$ cat src/hw/rtl/swet_pkg.sv
package swet_pkg;

    localparam int POS_W       = 32;
    localparam int CFG_W       = 7;
    localparam int APB_DATA_W  = 32;
    localparam int APB_ADDR_W  = 3;
    localparam int CFG_RESET_WINDOW_LENGTH = 10;

    localparam logic [APB_ADDR_W-3:0] REG_WINDOW_LENGTH = '0;

    typedef enum logic [2:0] {
        ST_IDLE = 3'b001,
        ST_SCAN = 3'b010,
        ST_HOLD = 3'b100
    } t_state;

endpackage

$ cat src/hw/rtl/swet_cell.sv
module swet_cell import swet_pkg::*; #(
    parameter int SAMPLE_WIDTH = 32,
    parameter int LEN_W        = 7,
    parameter int CELL_INDEX   = 0
) (
    input  logic                           i_clk,
    input  logic                           i_rst_n,
    input  logic                           i_shift,
    input  logic signed [SAMPLE_WIDTH-1:0] i_sample,
    input  logic        [POS_W-1:0]        i_pos,
    output logic signed [SAMPLE_WIDTH-1:0] o_sample,
    output logic        [POS_W-1:0]        o_pos,
    input  logic        [LEN_W-1:0]        i_len,
    input  logic                           i_tok_valid,
    input  logic signed [SAMPLE_WIDTH-1:0] i_tok_max,
    input  logic        [POS_W-1:0]        i_tok_max_pos,
    input  logic signed [SAMPLE_WIDTH-1:0] i_tok_min,
    input  logic        [POS_W-1:0]        i_tok_min_pos,
    output logic                           o_tok_valid,
    output logic signed [SAMPLE_WIDTH-1:0] o_tok_max,
    output logic        [POS_W-1:0]        o_tok_max_pos,
    output logic signed [SAMPLE_WIDTH-1:0] o_tok_min,
    output logic        [POS_W-1:0]        o_tok_min_pos
);

    logic signed [SAMPLE_WIDTH-1:0] r_sample;
    logic        [POS_W-1:0]        r_pos;
    logic                           r_tok_valid;
    logic signed [SAMPLE_WIDTH-1:0] r_tok_max;
    logic        [POS_W-1:0]        r_tok_max_pos;
    logic signed [SAMPLE_WIDTH-1:0] r_tok_min;
    logic        [POS_W-1:0]        r_tok_min_pos;
    logic signed [SAMPLE_WIDTH-1:0] n_tok_max;
    logic        [POS_W-1:0]        n_tok_max_pos;
    logic signed [SAMPLE_WIDTH-1:0] n_tok_min;
    logic        [POS_W-1:0]        n_tok_min_pos;
    logic                           w_include;

    // This cell holds an older sample than every cell before it, so it wins ties.
    assign w_include = LEN_W'(CELL_INDEX) < i_len;

    always_comb begin
        n_tok_max     = i_tok_max;
        n_tok_max_pos = i_tok_max_pos;
        n_tok_min     = i_tok_min;
        n_tok_min_pos = i_tok_min_pos;
        if (CELL_INDEX == 0) begin
            n_tok_max     = r_sample;
            n_tok_max_pos = r_pos;
            n_tok_min     = r_sample;
            n_tok_min_pos = r_pos;
        end else if (w_include) begin
            if (r_sample >= i_tok_max) begin
                n_tok_max     = r_sample;
                n_tok_max_pos = r_pos;
            end
            if (r_sample <= i_tok_min) begin
                n_tok_min     = r_sample;
                n_tok_min_pos = r_pos;
            end
        end
    end

    always_ff @(posedge i_clk) begin
        if (i_shift) begin
            r_sample <= i_sample;
            r_pos    <= i_pos;
        end
        r_tok_max     <= n_tok_max;
        r_tok_max_pos <= n_tok_max_pos;
        r_tok_min     <= n_tok_min;
        r_tok_min_pos <= n_tok_min_pos;
    end

    always_ff @(posedge i_clk) begin
        if (!i_rst_n) begin
            r_tok_valid <= 1'b0;
        end else begin
            r_tok_valid <= i_tok_valid;
        end
    end

    assign o_sample      = r_sample;
    assign o_pos         = r_pos;
    assign o_tok_valid   = r_tok_valid;
    assign o_tok_max     = r_tok_max;
    assign o_tok_max_pos = r_tok_max_pos;
    assign o_tok_min     = r_tok_min;
    assign o_tok_min_pos = r_tok_min_pos;

endmodule

$ cat config.mk
export PLATFORM = sky130hd
export DESIGN_NAME = swet_cell
export DESIGN_NICKNAME = d
export VERILOG_FILES = /design/src/hw/rtl/swet_pkg.sv /design/src/hw/rtl/swet_cell.sv
export SDC_FILE = /design/constraint.sdc
export NUM_CORES = 1
export LEC_CHECK = 0
export BUFFER_PORTS_ARGS = -buffer_cell sky130_fd_sc_hd__buf_2
export CAP_MARGIN = 15
export CORE_AREA = 2 2 152 154
export CTS_CLUSTER_SIZE = 30
export DETAILED_ROUTE_END_ITERATION = 8
export DIE_AREA = 0 0 154 156
export GPL_TIMING_DRIVEN = 0
export PLACE_DENSITY = 0.51
export SLEW_MARGIN = 20
export SYNTH_ARGS = -nofsm -noshare
export SYNTH_HDL_FRONTEND = slang
export SYNTH_SLANG_ARGS = --single-unit
$ cat constraint.sdc
create_clock -name i_clk -period 0.8 [get_ports i_clk]
set_input_delay 0.04 -clock i_clk [delete_from_list [all_inputs] [get_ports i_clk]]
set_output_delay 0.04 -clock i_clk [all_outputs]
set_load 0.01 [all_outputs]
==> flow_summary.toml, run 1 <==
[yosys]
synth_seq_area_share_pct = 86.88
synth_edf_count = 64
ys_top_cells_by_count = "dfxtp_1 (65), buf_4 (64), edfxtp_1 (64)"
synth.distinct_cells = 4
synth.net_count = 397
synth.top_cell.area_share_pct = 51.80
netlist_area_sq_mm = 0.003710
synth_area_leader_cell = "edfxtp_1"
ys.flop_type = "dfxtp_1"
yosysWarnings = 0
syn_avg_cell_area_sq_um = 19.12
synth-async-reset-ratio_pct = 0
ys_seq_elements = 129
netlist_instances = 194
yosysMostFrequentCell = "dfxtp_1"
synth_area_leaders = "edfxtp_1 (52%), dfxtp_1 (35%), buf_4 (13%), and2_1 (0.17%)"

[cts]
clkTransAtPathRegs_ns = 0.06
cts-buffers-inserted = 17
root_buffer = "clkbuf_16"
clockBufferDepth = 2
cts_tree = "yes"
cts_max_level = 4
clock-sinks = 129
clk_latency_ns = 0.40

[finish]
fin_area_sq_mm = 0.007978
syn_to_final_growth_pct = 115.0
drive_above_1_share_pct = 76.78
fin_nets = 767
n_antenna_cell = 0

[pwr]
p_leak_nw = 3.547
peakVddDrop_mv = 1.146
power.density_mw_per_mm2 = 2310

[sta]
finalCritPeriodShare_pct = 131.9
fin_ws_ns = -0.2552
relSlewSlack_pct = 71.62
clock-skew-final_ns = 0.007841
hold_violations = 0
rsz0062_at_grt = "true"
hold_ws_ns = 0.09330
min_period_ns = 1.055
timing.fmax_mhz = 947.7
tightestPinTransition_ns = 0.4257
report.final.slew_viol_count = 0
final-setup-viol-count = 193

[worst_setup_path]
cp_slowest_cell = "edfxtp_1"
worstSetupEndpointType = "output pin"
critPathKind = "flop to output pin"
critPathRequiredTime_ns = 0.76
path_buf_inv = 1
critPathTopFamily = "flip-flops"
max_stage_delay_ns = 0.43
critical_path_arrival_ns = 1.02
crit_chain = "buf_2"
cp_max_fo = 2
start_kind = "flop"

[global_route]
grt_max_degree = 37
top_usage_layer = "met2"
grtUsageMet2_pct = 16.53
antenna_found_initial = 1
grt_pass1_vias = 3063
globalRoute.totalOverflow = 0
grt_use_met1_pct = 10.59
grt_pass1_wl_um = 17250
grt_usage_pct = 9.808
grtUsageMet3_pct = 4.889

[die]
die_x_um = 154
die_h_um = 156
row_count = 55
dieArea_sq_mm = 0.02402
ios = 396
start_util_pct = 16.59
core_region_area_sq_mm = 0.02237

[routing]
wl_per_cell_um = 13.73
wl_um = 11830
drt_pass1_iterations = 4
drt_iter0_markers = 51
drc = 0
drt.antenna.violating_nets = 0
vias_per_cell = 3.292
dr_total_vias = 2838

[placement]
portBuffers = 260
post_dp_cell_area_sq_mm = 0.005390
dp_hpwl_um = 7602
place_congestion = 0.6800

[run_status]
status = "finished with violations"
violations = "setup timing"

[hold_path]
min_path_type = "input port to flop"

[run]
max-cap-violations = 0
[registers in the layout, indices dropped and copies added (netlist names)]
register	cells
o_pos	32
o_tok_min_pos	32
o_tok_valid	1
o_tok_min	32
o_sample	32
[repair_timing]
item | CTS | global route
hold buffers | 66 | 0
endpoints found under the hold margin | 65 | 0
resized for setup | 266 | 9
setup buffers | 18 | 6
endpoints found under the setup margin | 193 | 193
[power breakdown]
| group | internal, W | total (W) | switching, W |
|---|---|---|---|
| Clock | 0.00459 | 0.00750 | 0.00290 |
| Sequential | 0.00755 | 0.00795 | 0.000399 |
| Combinational | 0.00196 | 0.00298 | 0.00102 |
[worst paths after layout]
path | from | slack (ns) | cells after the start | to
hold / removal | i_shift | 0.09 | 1 | o_pos[10]
hold reg to reg | o_sample[31] | 0.36 | 0 | o_tok_min[31]
setup / recovery | o_pos[23] | -0.26 | 1 | o_pos[23]
setup reg to reg | o_sample[19] | 0.03 | 2 | o_tok_min[19]
[routing by layer]
| layer | up-vias | routed length [um] |
|---|---|---|
| met5 | - | 13 |
| met4 | 2 | 147 |
| met3 | 11 | 1224 |
| met2 | 198 | 5762 |
| met1 | 1288 | 4684 |
| li1 | 1339 | - |
[metrics by stage]
step                TNS, ns  utilization, %  total power (W)  cells  worst slack [ns]
floorplan                 0               -         0.008618    194            0.2441
global placement     -53.98           24.00         0.009686    739           -0.8525
detailed placement   -9.176           24.10         0.009702    740           -0.2615
CTS                  -36.38           35.31          0.01869    856           -0.2766
global route         -40.55           35.67          0.01925    862           -0.2979
finish               -30.73           35.67          0.01843    862           -0.2552
[cell families after synthesis]
| family | Yosys count | synth area share [%] |
|---|---|---|
| flip-flops | 129 | 86.88 |
| buffers and inverters | 64 | 12.95 |
| AND/OR/NAND/NOR | 1 | 0.1687 |
[placed cells by master (no fill, tap or decap)]
master / netlist / final
clkinv_2: 0 / 3
and2_1: 1 / 1
bufinv_16: 0 / 2
clkbuf_1: 0 / 2
dlygate4sd3_1: 0 / 66
clkinvlp_4: 0 / 3
buf_6: 0 / 197
clkbuf_16: 0 / 17
buf_2: 0 / 127
buf_12: 0 / 1
dfxtp_2: 0 / 55
clkinv_4: 0 / 4
dfxtp_1: 65 / 1
inv_6: 0 / 1
dfxtp_4: 0 / 9
edfxtp_1: 64 / 64
buf_4: 64 / 24
[layout make-up]
| class | instances | area [sq um] |
|---|---|---|
| Clock buffer | 19 | 432.9 |
| Tap cell | 285 | 356.6 |
| Clock inverter | 13 | 141.4 |
| Fill cell | 2115 | 14390 |
| Buffer | 64 | 720.7 |
| Multi-Input combinational cell | 1 | 6.256 |
| Sequential cell | 129 | 3326 |
| Timing Repair Buffer | 351 | 2994 |
Note: power is estimated with default switching activity, not from simulation.
==> run 2, diff against run 1 <==
--- a/config.mk
+++ b/config.mk
@@ -5,14 +5,15 @@
 export SDC_FILE = /design/constraint.sdc
 export NUM_CORES = 1
 export LEC_CHECK = 0
+export ABC_AREA = 1
 export BUFFER_PORTS_ARGS = -buffer_cell sky130_fd_sc_hd__buf_2
 export CAP_MARGIN = 15
-export CORE_AREA = 2 2 152 154
+export CORE_AREA = 8 8 146 148
 export CTS_CLUSTER_SIZE = 30
 export DETAILED_ROUTE_END_ITERATION = 8
 export DIE_AREA = 0 0 154 156
 export GPL_TIMING_DRIVEN = 0
-export PLACE_DENSITY = 0.51
+export PLACE_DENSITY = 0.57
 export SLEW_MARGIN = 20
 export SYNTH_ARGS = -nofsm -noshare
 export SYNTH_HDL_FRONTEND = slang
==> run 2 against run 1 <==
Against the previous run: largest cell class unchanged; power is 1.1% higher; non-clock buffer count is 3 higher; area after synthesis hardly changed; final cell count is 5.0% lower; worst hold slack better by 0.016 ns; the flow still finishes with violations (setup timing); clock skew hardly changed; clock power is 0.9% higher; critical path depth is 1 higher; count of clock-buffer cells in the layout stayed put; highest routed layer unchanged.
==> flow_summary.toml, run 2 <==
[routing]
drt_iter0_markers = 73
dr_total_vias = 2831
wl_um = 13530
wl_per_cell_um = 16.51
vias_per_cell = 3.457
drt.antenna.violating_nets = 0
drt_pass1_iterations = 4
drc = 0

[pwr]
p_int_w = 0.01424
switching_share_pct = 23.59
power.switching_w = 0.004396
clockPowerShare_pct = 40.7
p_seq_share_pct = 42.7
p_leak_nw = 3.595
peakVddDrop_mv = 1.333
pwr-share-comb_pct = 16.6
power.density_mw_per_mm2 = 2326

[sta]
relSlewSlack_pct = 69.21
hold_violations = 0
final-setup-viol-count = 193
tightestPinTransition_ns = 0.4618
min_period_ns = 1.041
tns_ns = -30.92
finalCritPeriodShare_pct = 130.1
timing.fmax_mhz = 960.5
rsz0062_at_grt = "true"
clock-skew-final_ns = 0.007830
fin_ws_ns = -0.2411
report.final.slew_viol_count = 0

[yosys]
synth.distinct_cells = 5
yosysMostFrequentCell = "dfxtp_1"
ys_seq_elements = 129
synth.top_cell.area_share_pct = 51.79
netlist_area_sq_mm = 0.003711
syn_avg_cell_area_sq_um = 19.03
ys_top_cells_by_count = "dfxtp_1 (65), buf_4 (64), edfxtp_1 (64)"
netlist_instances = 195
synth_seq_area_share_pct = 86.85
yosysWarnings = 0
synth_edf_count = 64
ys.flop_type = "dfxtp_1"
synth_area_leader_cell = "edfxtp_1"
synth_area_leaders = "edfxtp_1 (52%), dfxtp_1 (35%), buf_4 (13%), inv_1 (0.10%), nand2_1 (0.10%)"
synth-async-reset-ratio_pct = 0
synth.net_count = 398

[placement]
place_ws_ns = -0.2925
place_congestion = 0.7211
dp_hpwl_um = 9070
portBuffers = 260
post_dp_cell_area_sq_mm = 0.005333
dp.cells = 694

[hold_path]
holdCritStartpoint = "i_shift"
hold_path_end = "o_pos[25]"
hold-path-cell-count = 1
min_path_type = "input port to flop"

[die]
die_x_um = 154
dieArea_sq_mm = 0.02402
start_util_pct = 19.45
die_h_um = 156
ios = 396
core_region_area_sq_mm = 0.01908
row_count = 51

[worst_setup_path]
critPathRequiredTime_ns = 0.76
start_kind = "flop"
reg2reg_to = "o_tok_min[30]"
r2r_setup_slack_ns = 0.04
critPathKind = "flop to output pin"
r2r_cells = 2
r2r_start = "o_sample[30]"
worstSetupEndpointType = "output pin"
cp_max_fo = 2
critical_path_arrival_ns = 1.00

[run]
max-cap-violations = 0

[cts]
cts-buffers-inserted = 17
clk_latency_ns = 0.41
clkTransAtPathRegs_ns = 0.06
clock-sinks = 129
root_buffer = "clkbuf_16"
cts_max_level = 4
clockBufferDepth = 2
cts_tree = "yes"

[global_route]
globalRoute.totalOverflow = 0
grt_pass1_wl_um = 19610
grt_max_degree = 34
antenna_found_initial = 1
grt_usage_pct = 10.99
grt_pass1_vias = 3318

[finish]
drive_above_1_share_pct = 76.59
layout_common_cells = "buf_6 (207), buf_2 (117), dlygate4sd3_1 (66), edfxtp_1 (64), dfxtp_2 (55)"
final_cells = 819
fillers = 1680
n_antenna_cell = 0
multiInputGateArea_sq_um = 3.754
regArea_sq_mm = 0.003326
syn_to_final_growth_pct = 115.8
fin_area_sq_mm = 0.008010
mostFrequentLayoutCell = "buf_6"
fin_nets = 771

[run_status]
violations = "setup timing"
status = "finished with violations"
==> run 2: cell types whose count changed after synthesis <==
cell / delta
inv_1: +1
and2_1: -1
nand2_1: +1
==> run 2: power by group through the flow <==
stage / Clock, W / Combinational, W / Sequential [W]
after floorplan: 0 / 0.000487 / 0.00813
after global placement: 0 / 0.00181 / 0.00794
after detailed placement: 0 / 0.00182 / 0.00795
after CTS: 0.00784 / 0.00302 / 0.00795
after global routing: 0.00816 / 0.00327 / 0.00803
final: 0.00757 / 0.00310 / 0.00796
==> run 2: worst max path at each step <==
stage                           start           endpoint  slack (ns)  cells past startpoint
floorplan                 o_sample[0]       o_tok_min[0]        0.24                      0
global placement              i_shift           o_pos[2]       -0.86                      1
detailed placement            i_shift        o_sample[8]       -0.29                      2
CTS                         o_pos[25]          o_pos[25]       -0.28                      1
global route                o_pos[25]          o_pos[25]       -0.29                      1
finish              o_tok_min_pos[20]  o_tok_min_pos[20]       -0.24                      2
==> run 2: cells by family after synthesis <==
logic type | count (synthesis) | synth area share [%]
flops | 129 | 86.85
buf+inv | 65 | 13.05
simple gates | 1 | 0.1010
==> run 2: final cells by class <==
class | count | share of cell area (%)
plain buffers | 64 | 8.997
clock buffers | 19 | 5.530
clock inverters | 13 | 1.703
inverters | 1 | 0.04686
multi-input cells | 1 | 0.04686
flip-flops and latches | 129 | 41.52
well taps | 238 | 3.718
repair buffers | 354 | 38.44
==> run 2: metal layers <==
metal / track usage, % / part of all wire (%)
met1: 11.47 / 39
met4: 3.640 / 0.86
met2: 18.43 / 49
met3: 6.177 / 11
met5: 0 / 0.074
==> run 2: what timing repair did <==
action	4_1_cts	5_1_grt
pin swaps	0	0
setup endpoints to repair	193	193
resized for setup	267	22
endpoints found under the hold margin	65	0
hold buffers	66	0
buffers inserted	23	4
==> run 2: worst max-delay path, cell delays in order, from the launching register on <==
cell     delay (ns)
dfxtp_4        0.37
buf_6          0.12
buf_6          0.11
==> run 2: metrics by stage <==
step	power (W)	hold WS [ns]	utilization (%)
6_report	0.01863	0.1089	41.98
5_1_grt	0.01946	0.1048	41.98
4_1_cts	0.01881	0.1095	41.33
3_5_place_dp	0.009772	0.2181	27.95
3_3_place_gp	0.009744	0.2171	27.83
2_1_floorplan	0.008618	0.1335	-
